### src/rtl/amr_storage_frame_scanner_top_defines.svh
// Assertion macros for the AMR storage frame scanner.
// Included by the top level; expects aclk and aresetn in scope.
`ifndef AMR_STORAGE_FRAME_SCANNER_TOP_DEFINES_SVH
`define AMR_STORAGE_FRAME_SCANNER_TOP_DEFINES_SVH

// Same-cycle implication, quiet during reset
`define AMR_SFS_ASSERT_IMP(lbl, ante, cons, msg) \
    lbl: assert property (@(posedge aclk) disable iff (!aresetn) (ante) |-> (cons)) \
        else $error(msg);

// Next-cycle implication, quiet during reset
`define AMR_SFS_ASSERT_NXT(lbl, ante, cons, msg) \
    lbl: assert property (@(posedge aclk) disable iff (!aresetn) (ante) |=> (cons)) \
        else $error(msg);

`endif

### src/rtl/amr_sfs_pkg.sv
// Shared constants, tables, functions and types of the AMR storage frame scanner.
// No dependencies; imported by every module of the block.
package amr_sfs_pkg;

    localparam int COUNT_WIDTH       = 32;
    localparam int FRAMES_PER_SEC    = 50;
    localparam int SUB_WIDTH         = $clog2(FRAMES_PER_SEC);
    localparam logic [4:0] HDR_SCAN_LIMIT = 5'd15;

    // Event codes of a result word
    localparam logic [2:0] EV_HDR      = 3'd0;
    localparam logic [2:0] EV_PAYLOAD  = 3'd1;
    localparam logic [2:0] EV_GOOD     = 3'd2;
    localparam logic [2:0] EV_NEW_MODE = 3'd3;
    localparam logic [2:0] EV_SID      = 3'd4;
    localparam logic [2:0] EV_NOISE    = 3'd5;
    localparam logic [2:0] EV_BAD      = 3'd6;
    localparam logic [2:0] EV_FMT_ERR  = 3'd7;

    // Stream formats
    localparam logic [1:0] FMT_UNKNOWN = 2'd0;
    localparam logic [1:0] FMT_NB      = 2'd1;
    localparam logic [1:0] FMT_WB      = 2'd2;

    // Frame header fields
    localparam logic [7:0] HDR_MASK    = 8'h87;
    localparam logic [7:0] HDR_MATCH   = 8'h04;
    localparam logic [3:0] FT_NB_MAX   = 4'd7;
    localparam logic [3:0] FT_WB_MAX   = 4'd8;
    localparam logic [3:0] FT_SID_LO   = 4'd8;
    localparam logic [3:0] FT_SID_HI   = 4'd11;
    localparam logic [3:0] FT_NOISE_WB = 4'd9;

    // Candidate magics: mono NB, mono WB, multichannel NB, multichannel WB
    localparam int NUM_MAGIC = 4;
    localparam logic [7:0] MAGIC_TEXT [NUM_MAGIC][16] = '{
        '{8'h23, 8'h21, 8'h41, 8'h4D, 8'h52, 8'h0A, 8'h00, 8'h00,
          8'h00, 8'h00, 8'h00, 8'h00, 8'h00, 8'h00, 8'h00, 8'h00},
        '{8'h23, 8'h21, 8'h41, 8'h4D, 8'h52, 8'h2D, 8'h57, 8'h42,
          8'h0A, 8'h00, 8'h00, 8'h00, 8'h00, 8'h00, 8'h00, 8'h00},
        '{8'h23, 8'h21, 8'h41, 8'h4D, 8'h52, 8'h5F, 8'h4D, 8'h43,
          8'h31, 8'h2E, 8'h30, 8'h0A, 8'h00, 8'h00, 8'h00, 8'h00},
        '{8'h23, 8'h21, 8'h41, 8'h4D, 8'h52, 8'h2D, 8'h57, 8'h42,
          8'h5F, 8'h4D, 8'h43, 8'h31, 8'h2E, 8'h30, 8'h0A, 8'h00}
    };
    localparam logic [4:0] MAGIC_LEN [NUM_MAGIC]   = '{5'd6, 5'd9, 5'd12, 5'd15};
    localparam logic       MAGIC_MULTI [NUM_MAGIC] = '{1'b0, 1'b0, 1'b1, 1'b1};
    localparam logic [1:0] MAGIC_FMT [NUM_MAGIC]   = '{FMT_NB, FMT_WB, FMT_NB, FMT_WB};
    localparam logic [4:0] MULTI_EXTRA = 5'd3;

    // Result of one magic byte
    typedef struct packed {
        logic [3:0] flags;
        logic [4:0] pos;
        logic       err;
        logic       done;
        logic [1:0] fmt;
        logic [3:0] chans;
    } amr_sfs_hdr_res_t;

    // Result of one hunted byte
    typedef struct packed {
        logic [2:0] ev;
        logic       relock;
        logic       count;
        logic       set_irr;
    } amr_sfs_hunt_res_t;

    function automatic logic [7:0] to_upper(input logic [7:0] b);
        logic [7:0] r;
        r = b;
        if (b >= 8'h61 && b <= 8'h7A) begin
            r = b - 8'h20;
        end
        return r;
    endfunction

    // Frame size in bytes, header included
    function automatic logic [5:0] mode_size(input logic [1:0] fmt, input logic [3:0] ft);
        logic [5:0] r;
        r = '0;
        if (fmt == FMT_NB) begin
            case (ft)
                4'd0: r = 6'd13;
                4'd1: r = 6'd14;
                4'd2: r = 6'd16;
                4'd3: r = 6'd18;
                4'd4: r = 6'd20;
                4'd5: r = 6'd21;
                4'd6: r = 6'd27;
                4'd7: r = 6'd32;
                4'd8: r = 6'd6;
                default: r = '0;
            endcase
        end else if (fmt == FMT_WB) begin
            case (ft)
                4'd0: r = 6'd18;
                4'd1: r = 6'd24;
                4'd2: r = 6'd33;
                4'd3: r = 6'd37;
                4'd4: r = 6'd41;
                4'd5: r = 6'd47;
                4'd6: r = 6'd51;
                4'd7: r = 6'd59;
                4'd8: r = 6'd61;
                default: r = '0;
            endcase
        end
        return r;
    endfunction

    // Bitrate in units of 10 bit/s
    function automatic logic [11:0] mode_rate(input logic [1:0] fmt, input logic [3:0] ft);
        logic [11:0] r;
        r = '0;
        if (fmt == FMT_NB) begin
            case (ft)
                4'd0: r = 12'd475;
                4'd1: r = 12'd515;
                4'd2: r = 12'd590;
                4'd3: r = 12'd670;
                4'd4: r = 12'd740;
                4'd5: r = 12'd795;
                4'd6: r = 12'd1020;
                4'd7: r = 12'd1220;
                4'd8: r = 12'd180;
                default: r = '0;
            endcase
        end else if (fmt == FMT_WB) begin
            case (ft)
                4'd0: r = 12'd660;
                4'd1: r = 12'd885;
                4'd2: r = 12'd1265;
                4'd3: r = 12'd1425;
                4'd4: r = 12'd1585;
                4'd5: r = 12'd1825;
                4'd6: r = 12'd1985;
                4'd7: r = 12'd2305;
                4'd8: r = 12'd2385;
                default: r = '0;
            endcase
        end
        return r;
    endfunction

endpackage

### src/rtl/amr_sfs_magic.sv
// Magic checker: matches one file header byte against the four candidate magics.
// Depends on amr_sfs_pkg.
module amr_sfs_magic (
    input  logic [7:0]                    data_byte,
    input  logic [4:0]                    pos,
    input  logic [3:0]                    flags,
    output amr_sfs_pkg::amr_sfs_hdr_res_t res
);
    import amr_sfs_pkg::*;

    logic [7:0] upper;
    logic [3:0] flags_mid;
    logic       in_extra;

    assign upper = to_upper(data_byte);

    // Drop every live candidate whose text differs at this position
    always_comb begin
        flags_mid = flags;
        in_extra  = 1'b0;
        for (int k = 0; k < NUM_MAGIC; k++) begin
            if (flags[k]) begin
                if (pos < MAGIC_LEN[k]) begin
                    if (upper != MAGIC_TEXT[k][pos[3:0]]) begin
                        flags_mid[k] = 1'b0;
                    end
                end else begin
                    in_extra = 1'b1;
                end
            end
        end
        if (pos >= HDR_SCAN_LIMIT && !in_extra) begin
            flags_mid = '0;
        end
    end

    // Detect the end of a surviving magic and take format and channels
    always_comb begin
        res       = '0;
        res.flags = flags_mid;
        res.pos   = pos + 5'd1;
        res.err   = (flags_mid == '0);
        res.fmt   = FMT_UNKNOWN;
        res.chans = 4'd1;
        for (int k = 0; k < NUM_MAGIC; k++) begin
            if (flags_mid[k]) begin
                if (!MAGIC_MULTI[k] && pos == MAGIC_LEN[k] - 5'd1) begin
                    res.done  = 1'b1;
                    res.fmt   = MAGIC_FMT[k];
                    res.chans = 4'd1;
                end else if (MAGIC_MULTI[k] && pos == MAGIC_LEN[k] + MULTI_EXTRA) begin
                    res.done  = 1'b1;
                    res.fmt   = MAGIC_FMT[k];
                    res.chans = data_byte[3:0];
                end
            end
        end
    end

endmodule

### src/rtl/amr_sfs_hunt.sv
// Frame header classifier: sorts one hunted byte into good, new mode, SID, noise or bad.
// Depends on amr_sfs_pkg.
module amr_sfs_hunt (
    input  logic [7:0]                     data_byte,
    input  logic [1:0]                     fmt,
    input  logic [7:0]                     locked,
    input  logic                           have_lock,
    output amr_sfs_pkg::amr_sfs_hunt_res_t res
);
    import amr_sfs_pkg::*;

    logic [3:0] ft;
    logic       hdr_ok;
    logic       is_nb;
    logic       speech;

    assign ft     = data_byte[6:3];
    assign hdr_ok = (data_byte & HDR_MASK) == HDR_MATCH;
    assign is_nb  = (fmt == FMT_NB);
    assign speech = hdr_ok && (is_nb ? (ft <= FT_NB_MAX) : (ft <= FT_WB_MAX));

    // Classify the byte; only speech headers count
    always_comb begin
        res = '0;
        if (have_lock && data_byte == locked) begin
            res.ev    = EV_GOOD;
            res.count = 1'b1;
        end else if (speech) begin
            res.ev      = EV_NEW_MODE;
            res.relock  = 1'b1;
            res.count   = 1'b1;
            res.set_irr = have_lock;
        end else begin
            res.set_irr = 1'b1;
            if (is_nb && hdr_ok && (ft inside {[FT_SID_LO:FT_SID_HI]})) begin
                res.ev = EV_SID;
            end else if (!is_nb && hdr_ok && ft == FT_NOISE_WB) begin
                res.ev = EV_NOISE;
            end else begin
                res.ev = EV_BAD;
            end
        end
    end

endmodule

### src/rtl/amr_sfs_count.sv
// Saturating good-frame counter with an incremental seconds count (50 frames a second).
// Depends on amr_sfs_pkg.
module amr_sfs_count (
    input  logic                                aclk,
    input  logic                                aresetn,
    input  logic                                advance,
    input  logic                                clear,
    input  logic                                inc,
    output logic [amr_sfs_pkg::COUNT_WIDTH-1:0] frames_next,
    output logic [amr_sfs_pkg::COUNT_WIDTH-1:0] secs_next
);
    import amr_sfs_pkg::*;

    logic [COUNT_WIDTH-1:0] frames_reg;
    logic [COUNT_WIDTH-1:0] secs_reg;
    logic [SUB_WIDTH-1:0]   sub_reg;
    logic [SUB_WIDTH-1:0]   sub_next;
    logic                   bump;

    // Advance the count unless it has saturated; wrap the sub-second count
    always_comb begin
        bump        = inc && !(&frames_reg);
        frames_next = frames_reg;
        secs_next   = secs_reg;
        sub_next    = sub_reg;
        if (bump) begin
            frames_next = frames_reg + COUNT_WIDTH'(1);
            if (sub_reg == SUB_WIDTH'(FRAMES_PER_SEC - 1)) begin
                sub_next  = '0;
                secs_next = secs_reg + COUNT_WIDTH'(1);
            end else begin
                sub_next = sub_reg + SUB_WIDTH'(1);
            end
        end
    end

    // Hold the counts; clear them after the last word of a file
    always_ff @(posedge aclk) begin
        if (!aresetn) begin
            frames_reg <= '0;
            secs_reg   <= '0;
            sub_reg    <= '0;
        end else if (advance) begin
            if (clear) begin
                frames_reg <= '0;
                secs_reg   <= '0;
                sub_reg    <= '0;
            end else begin
                frames_reg <= frames_next;
                secs_reg   <= secs_next;
                sub_reg    <= sub_next;
            end
        end
    end

endmodule

### src/rtl/amr_storage_frame_scanner_top.sv
// AMR storage frame scanner: one file byte per word in, one result word out per byte.
// Each word passes through the input register, then the result register. Throughput: one
// word per cycle while the result is taken (m_ready low holds the flow); the scan state
// updates once per word as it moves from the input register to the result register.
// Reset: synchronous active-low aresetn empties both registers and returns the scan
// to the file header phase; the last byte of a file does the same to the scan state.
module amr_storage_frame_scanner_top (
    input  logic        aclk,
    input  logic        aresetn,
    input  logic        s_valid,
    output logic        s_ready,
    input  logic [7:0]  s_data_byte,
    input  logic        s_last,
    output logic        m_valid,
    input  logic        m_ready,
    output logic [2:0]  m_event_res,
    output logic [1:0]  m_format,
    output logic [3:0]  m_channels,
    output logic [3:0]  m_frame_type,
    output logic [5:0]  m_frame_bytes,
    output logic [11:0] m_bitrate_10bps,
    output logic [31:0] m_good_frames,
    output logic [26:0] m_length_seconds,
    output logic        m_irregular,
    output logic        m_done_res
);
    import amr_sfs_pkg::*;

    `include "amr_storage_frame_scanner_top_defines.svh"

    typedef enum logic [1:0] {
        PH_HEADER,
        PH_HUNT,
        PH_PAYLOAD,
        PH_ERROR
    } phase_t;

    // Input register
    logic        in_valid_reg, in_valid_next;
    logic [7:0]  in_data_reg;
    logic        in_last_reg;

    // Scan state
    phase_t      phase_reg, phase_next;
    logic [4:0]  pos_reg, pos_next;
    logic [3:0]  flags_reg, flags_next;
    logic [1:0]  fmt_reg, fmt_next;
    logic [3:0]  chans_reg, chans_next;
    logic [7:0]  locked_reg, locked_next;
    logic        lock_reg, lock_next;
    logic [5:0]  left_reg, left_next;
    logic        irr_reg, irr_next;

    // Result register
    logic        m_valid_reg, m_valid_next;
    logic [2:0]  ev_reg;
    logic [1:0]  fmt_out_reg;
    logic [3:0]  chans_out_reg;
    logic [3:0]  ft_out_reg;
    logic [5:0]  bytes_out_reg;
    logic [11:0] rate_out_reg;
    logic [31:0] frames_out_reg;
    logic [26:0] secs_out_reg;
    logic        irr_out_reg;
    logic        done_out_reg;

    logic                   advance;
    logic                   out_free;
    logic [2:0]             ev;
    logic [3:0]             ft_out;
    logic                   cnt_inc;
    logic [7:0]             start_hdr;
    logic [5:0]             start_size;
    logic [5:0]             start_left;
    logic [5:0]             left_dec;
    logic [5:0]             bytes_out;
    logic [11:0]            rate_out;
    logic [COUNT_WIDTH-1:0] frames_next;
    logic [COUNT_WIDTH-1:0] secs_next;

    amr_sfs_hdr_res_t  hdr_res;
    amr_sfs_hunt_res_t hunt_res;

    // Handshake: the result register frees when empty or taken
    assign out_free = !m_valid_reg || m_ready;
    assign advance  = in_valid_reg && out_free;
    assign s_ready  = !in_valid_reg || out_free;

    amr_sfs_magic u_magic (
        .data_byte (in_data_reg),
        .pos       (pos_reg),
        .flags     (flags_reg),
        .res       (hdr_res)
    );

    amr_sfs_hunt u_hunt (
        .data_byte (in_data_reg),
        .fmt       (fmt_reg),
        .locked    (locked_reg),
        .have_lock (lock_reg),
        .res       (hunt_res)
    );

    amr_sfs_count u_count (
        .aclk        (aclk),
        .aresetn     (aresetn),
        .advance     (advance),
        .clear       (in_last_reg),
        .inc         (cnt_inc),
        .frames_next (frames_next),
        .secs_next   (secs_next)
    );

    // Payload length of a newly started frame
    assign start_hdr  = hunt_res.relock ? in_data_reg : locked_reg;
    assign start_size = mode_size(fmt_reg, start_hdr[6:3]);
    assign start_left = (start_size != '0) ? start_size - 6'd1 : '0;
    assign left_dec   = (left_reg != '0) ? left_reg - 6'd1 : '0;

    // Step the scan for the word in the input register
    always_comb begin
        phase_next = phase_reg;
        pos_next   = pos_reg;
        flags_next = flags_reg;
        fmt_next   = fmt_reg;
        chans_next = chans_reg;
        locked_next = locked_reg;
        lock_next  = lock_reg;
        left_next  = left_reg;
        irr_next   = irr_reg;
        ev         = EV_HDR;
        ft_out     = '0;
        cnt_inc    = 1'b0;
        case (phase_reg)
            PH_HEADER: begin
                flags_next = hdr_res.flags;
                if (hdr_res.err) begin
                    ev         = EV_FMT_ERR;
                    phase_next = PH_ERROR;
                end else begin
                    ev       = EV_HDR;
                    pos_next = hdr_res.pos;
                    if (hdr_res.done) begin
                        fmt_next   = hdr_res.fmt;
                        chans_next = hdr_res.chans;
                        phase_next = PH_HUNT;
                    end
                end
            end
            PH_HUNT: begin
                ft_out   = in_data_reg[6:3];
                ev       = hunt_res.ev;
                irr_next = irr_reg || hunt_res.set_irr;
                cnt_inc  = hunt_res.count;
                if (hunt_res.relock) begin
                    locked_next = in_data_reg;
                    lock_next   = 1'b1;
                end
                if (hunt_res.count) begin
                    left_next  = start_left;
                    phase_next = (start_left != '0) ? PH_PAYLOAD : PH_HUNT;
                end
            end
            PH_PAYLOAD: begin
                ft_out     = locked_reg[6:3];
                ev         = EV_PAYLOAD;
                left_next  = left_dec;
                if (left_dec == '0) begin
                    phase_next = PH_HUNT;
                end
            end
            default: begin
                ev = EV_FMT_ERR;
            end
        endcase
    end

    // Mode figures after the update
    assign bytes_out = lock_next ? mode_size(fmt_next, locked_next[6:3]) : '0;
    assign rate_out  = lock_next ? mode_rate(fmt_next, locked_next[6:3]) : '0;

    assign in_valid_next = (s_valid && s_ready) ? 1'b1 : (advance ? 1'b0 : in_valid_reg);
    assign m_valid_next  = advance ? 1'b1 : (m_ready ? 1'b0 : m_valid_reg);

    // Hold input, scan state and result registers
    always_ff @(posedge aclk) begin
        if (!aresetn) begin
            in_valid_reg <= 1'b0;
            m_valid_reg  <= 1'b0;
            phase_reg    <= PH_HEADER;
            pos_reg      <= '0;
            flags_reg    <= '1;
            fmt_reg      <= FMT_UNKNOWN;
            chans_reg    <= 4'd1;
            locked_reg   <= '0;
            lock_reg     <= 1'b0;
            left_reg     <= '0;
            irr_reg      <= 1'b0;
        end else begin
            in_valid_reg <= in_valid_next;
            m_valid_reg  <= m_valid_next;
            if (advance) begin
                if (in_last_reg) begin
                    phase_reg  <= PH_HEADER;
                    pos_reg    <= '0;
                    flags_reg  <= '1;
                    fmt_reg    <= FMT_UNKNOWN;
                    chans_reg  <= 4'd1;
                    locked_reg <= '0;
                    lock_reg   <= 1'b0;
                    left_reg   <= '0;
                    irr_reg    <= 1'b0;
                end else begin
                    phase_reg  <= phase_next;
                    pos_reg    <= pos_next;
                    flags_reg  <= flags_next;
                    fmt_reg    <= fmt_next;
                    chans_reg  <= chans_next;
                    locked_reg <= locked_next;
                    lock_reg   <= lock_next;
                    left_reg   <= left_next;
                    irr_reg    <= irr_next;
                end
            end
        end
        if (s_valid && s_ready) begin
            in_data_reg <= s_data_byte;
            in_last_reg <= s_last;
        end
        if (advance) begin
            ev_reg         <= ev;
            fmt_out_reg    <= fmt_next;
            chans_out_reg  <= chans_next;
            ft_out_reg     <= ft_out;
            bytes_out_reg  <= bytes_out;
            rate_out_reg   <= rate_out;
            frames_out_reg <= 32'(frames_next);
            secs_out_reg   <= 27'(secs_next);
            irr_out_reg    <= irr_next;
            done_out_reg   <= in_last_reg;
        end
    end

    assign m_valid          = m_valid_reg;
    assign m_event_res      = ev_reg;
    assign m_format         = fmt_out_reg;
    assign m_channels       = chans_out_reg;
    assign m_frame_type     = ft_out_reg;
    assign m_frame_bytes    = bytes_out_reg;
    assign m_bitrate_10bps  = rate_out_reg;
    assign m_good_frames    = frames_out_reg;
    assign m_length_seconds = secs_out_reg;
    assign m_irregular      = irr_out_reg;
    assign m_done_res       = done_out_reg;

    // A payload word only follows a locked mode
    `AMR_SFS_ASSERT_IMP(a_payload_locked, m_valid && m_event_res == EV_PAYLOAD, m_frame_bytes != '0, "payload word without a locked mode")
    // SID, noise and bad words always mark the stream irregular
    `AMR_SFS_ASSERT_IMP(a_irregular_set, m_valid && (m_event_res == EV_SID || m_event_res == EV_NOISE || m_event_res == EV_BAD), m_irregular, "irregular word without irregular flag")
    // A counted frame leaves a nonzero frame count
    `AMR_SFS_ASSERT_IMP(a_count_nonzero, m_valid && (m_event_res == EV_GOOD || m_event_res == EV_NEW_MODE), m_good_frames != '0, "good frame with zero count")
    // An accepted word lands in the input register
    `AMR_SFS_ASSERT_NXT(a_input_held, s_valid && s_ready, in_valid_reg, "accepted word lost from input register")

endmodule
### config.mk
export PLATFORM = sky130hd
export DESIGN_NAME = amr_storage_frame_scanner_top
export DESIGN_NICKNAME = d
export VERILOG_FILES = /design/src/rtl/amr_sfs_pkg.sv /design/src/rtl/amr_sfs_magic.sv /design/src/rtl/amr_sfs_hunt.sv /design/src/rtl/amr_sfs_count.sv /design/src/rtl/amr_storage_frame_scanner_top.sv
export VERILOG_INCLUDE_DIRS = /design/src /design/src/rtl
export SDC_FILE = /design/constraint.sdc
export NUM_CORES = 1
export LEC_CHECK = 0
export BUFFER_PORTS_ARGS = -buffer_cell sky130_fd_sc_hd__buf_4
export CAP_MARGIN = 20
export CORE_ASPECT_RATIO = 0.9
export CORE_MARGIN = 4
export CORE_UTILIZATION = 52
export DETAILED_ROUTE_END_ITERATION = 12
export GPL_TIMING_DRIVEN = 0
export PLACE_DENSITY = 0.84
export REMOVE_ABC_BUFFERS = 1
export SYNTH_ARGS = -nofsm -noshare
export SYNTH_HDL_FRONTEND = slang
export SYNTH_SLANG_ARGS = --single-unit
### constraint.sdc
create_clock -name aclk -period 4.5 [get_ports aclk]
set_input_delay 0.45 -clock aclk [delete_from_list [all_inputs] [get_ports aclk]]
set_output_delay 0.45 -clock aclk [all_outputs]
set_load 0.05 [all_outputs]
==> results.json <==
{
  "vias": 10400,
  "n_antenna_cell": 0,
  "setup_tns_ns": 0,
  "max_freq_ghz": 0.224,
  "cts_tree": "built",
  "syn_to_final_growth_pct": 15.8,
  "finalPower_w": 0.00439,
  "clock_latency_ns": 0.51,
  "max-slew-margin-rel_pct": 35.5,
  "critPathRequiredTime_ns": 4.89,
  "period_share_pct": 99.1,
  "ys_types": 101,
  "place_congestion": 1.00,
  "grt_pass1_vias": 9770,
  "crit_arrival_ns": 4.85,
  "chipHeight_um": 152,
  "yosysWarnings": 0,
  "io-pin-count": 107,
  "crit_path_start_kind": "flop",
  "status": "finished clean",
  "layout-drive-gt1-share_pct": 15.9,
  "htreeDepth": 1,
  "synth_edf_count": 101,
  "place_ws_ns": -0.703,
  "netlist_area_mm2": 0.0120,
  "finish.utilization_pct": 61.6,
  "cts-buffers-inserted": 22,
  "avgSynthCellArea_um2": 9.29,
  "grt_max_degree": 94,
  "track_usage_pct": 23.1,
  "synthArstFlopShare_pct": 0,
  "setup_viol": 0,
  "overflow": 0,
  "grt_pass1_wl_mm": 49.8,
  "crit_path_end_kind": "flop",
  "clock_path_buffers": 3,
  "synth_seq_area_share_pct": 41.9,
  "drc_errors": 0,
  "dp_hpwl_mm": 20.5,
  "tightestPinTransition_ns": 0.960,
  "vias_per_cell": 6.19,
  "num-fill-cells": 1820,
  "root_buffer": "clkbuf_16",
  "peakVddDrop_mv": 0.235,
  "path_clk_slew_ns": 0.06,
  "drv_slew": 0,
  "layout.nets": 1415,
  "start_util_pct": 53.2,
  "antenna_found_initial": 0,
  "synthFlopType": "edfxtp_1",
  "syn_inst": 1293,
  "hp-class": "in -> reg",
  "regArea_mm2": 0.00504,
  "critical_path.max_fanout": 13,
  "dr.pass1.iters": 8,
  "cap_violations": 0,
  "rsz0062_at_grt": "true",
  "finalCriticalPeriod_ns": 4.46,
  "path_class": "reg -> reg",
  "fin_ws_ns": 0.0422,
  "floorplan.rows": 52,
  "die_w_um": 168,
  "clock_sinks": 201,
  "p_leak_nw": 5.17,
  "synth_seq_cells": 201,
  "skew_ns": 0.0139,
  "numPortBuffers": 106,
  "dieArea_mm2": 0.0256,
  "p_per_area_mw_per_mm2": 316,
  "core_region_area_mm2": 0.0226,
  "hold_viol": 0,
  "route.final.wire_length_mm": 30.8,
  "final_antenna_net_count": 0,
  "drt_iter0_drc": 1108,
  "wire_per_inst_um": 18.4,
  "multiInputGateArea_mm2": 0.00648
}
[layout make-up]
class	instances	share of cell area (%)
repair buffers	129	7.83
flip-flops and latches	201	36.2
inverters	42	1.15
clock inverters	12	0.846
multi-input cells	969	46.6
well taps	297	2.67
clock buffers	28	4.64
[where the power goes]
part	total (W)	internal (W)	leakage, nW	switching (W)
clock network	0.00188	0.00113	0.385	0.000746
logic	0.000513	0.000155	3.06	0.000359
registers	0.00200	0.00197	1.72	0.0000297
total	0.00439	0.00326	5.17	0.00113
[layout by cell type, fill, tap and decap left out, drive strengths merged, types with 42 or more instances in the layout]
| cell | count |
|---|---|
| edfxtp | 101 |
| o21ai | 95 |
| a21oi | 63 |
| inv | 42 |
| xnor2 | 50 |
| nand3 | 45 |
| nand2 | 106 |
| nor2 | 97 |
| nor2b | 50 |
| dfxtp | 100 |
| buf | 129 |
[path summary, 6_finish.rpt]
kind         cells after the start  slack, ns      startpoint              to
max                             16       0.04  in_data_reg[0]    phase_reg[0]
min reg2reg                      2       0.45   locked_reg[7]   locked_reg[7]
max reg2reg                     16       0.04  in_data_reg[0]    phase_reg[0]
min                              1       0.12  s_data_byte[3]  in_data_reg[3]
[cells by family (layout without fill, tap and decap cells)]
| kind of cell | count (synthesis) | count (layout) | synth area share (%) |
|---|---|---|---|
| multiplexers | 19 | 19 | 1.73 |
| buffers and inverters | 123 | 211 | 4.47 |
| AO/OA/AOI/OAI | 353 | 353 | 20.1 |
| AND/OR/NAND/NOR | 475 | 475 | 21.5 |
| adder cells (fa/ha/maj) | 38 | 38 | 3.94 |
| flip-flops | 201 | 201 | 41.9 |
| XOR/XNOR | 84 | 84 | 6.25 |
[what timing repair did]
action	4_1_cts	5_1_grt
setup endpoints to repair	13	11
pin swaps	1	1
buffers inserted	11	4
resized for setup	5	4
hold buffers	0	0
hold endpoints to repair	0	0
[per-layer routing]
metal | global-route usage [%] | part of all wire (%)
met5 | 0 | 0
met4 | 8.04 | 3.4
met1 | 32.1 | 43
met3 | 3.63 | 8.1
met2 | 36.9 | 46
[critical path, stage by stage, from the launching register on]
cell and delay, ns:
edfxtp_1 0.63, nor4b_1 0.59, nand2b_2 0.22, nor2_4 0.24
mux2i_4 0.35, inv_1 0.12, ha_1 0.25, nand2_1 0.07
o21ai_0 0.08, nand3_1 0.10, o311a_1 0.20, o32a_1 0.23
ha_1 0.27, a21boi_1 0.16, maj3_1 0.37, a311oi_1 0.38
o21ai_1 0.09
[synth_stat cells (all sizes together), types with 37 or more instances]
cell type    n  area (µm²)
nor2b       50         313
ha          37         463
edfxtp     101        3030
a22oi       39         293
xnor2       50         453
dfxtp      100        2000
nand3       45         230
nand2      106         400
nor2        97         382
clkbuf      53         199
a21oi       63         327
o21ai       95         494
inv         41         154
[per-stage QoR]
step	cells	cell area, µm²	hold WS [ns]
2_1_floorplan	1212	11600	0.421
3_3_place_gp	1615	12800	0.431
3_5_place_dp	1622	13000	0.441
4_1_cts	1673	13800	0.105
5_1_grt	1678	13900	0.101
6_report	1678	13900	0.123
(Power assumes the default switching activity.)
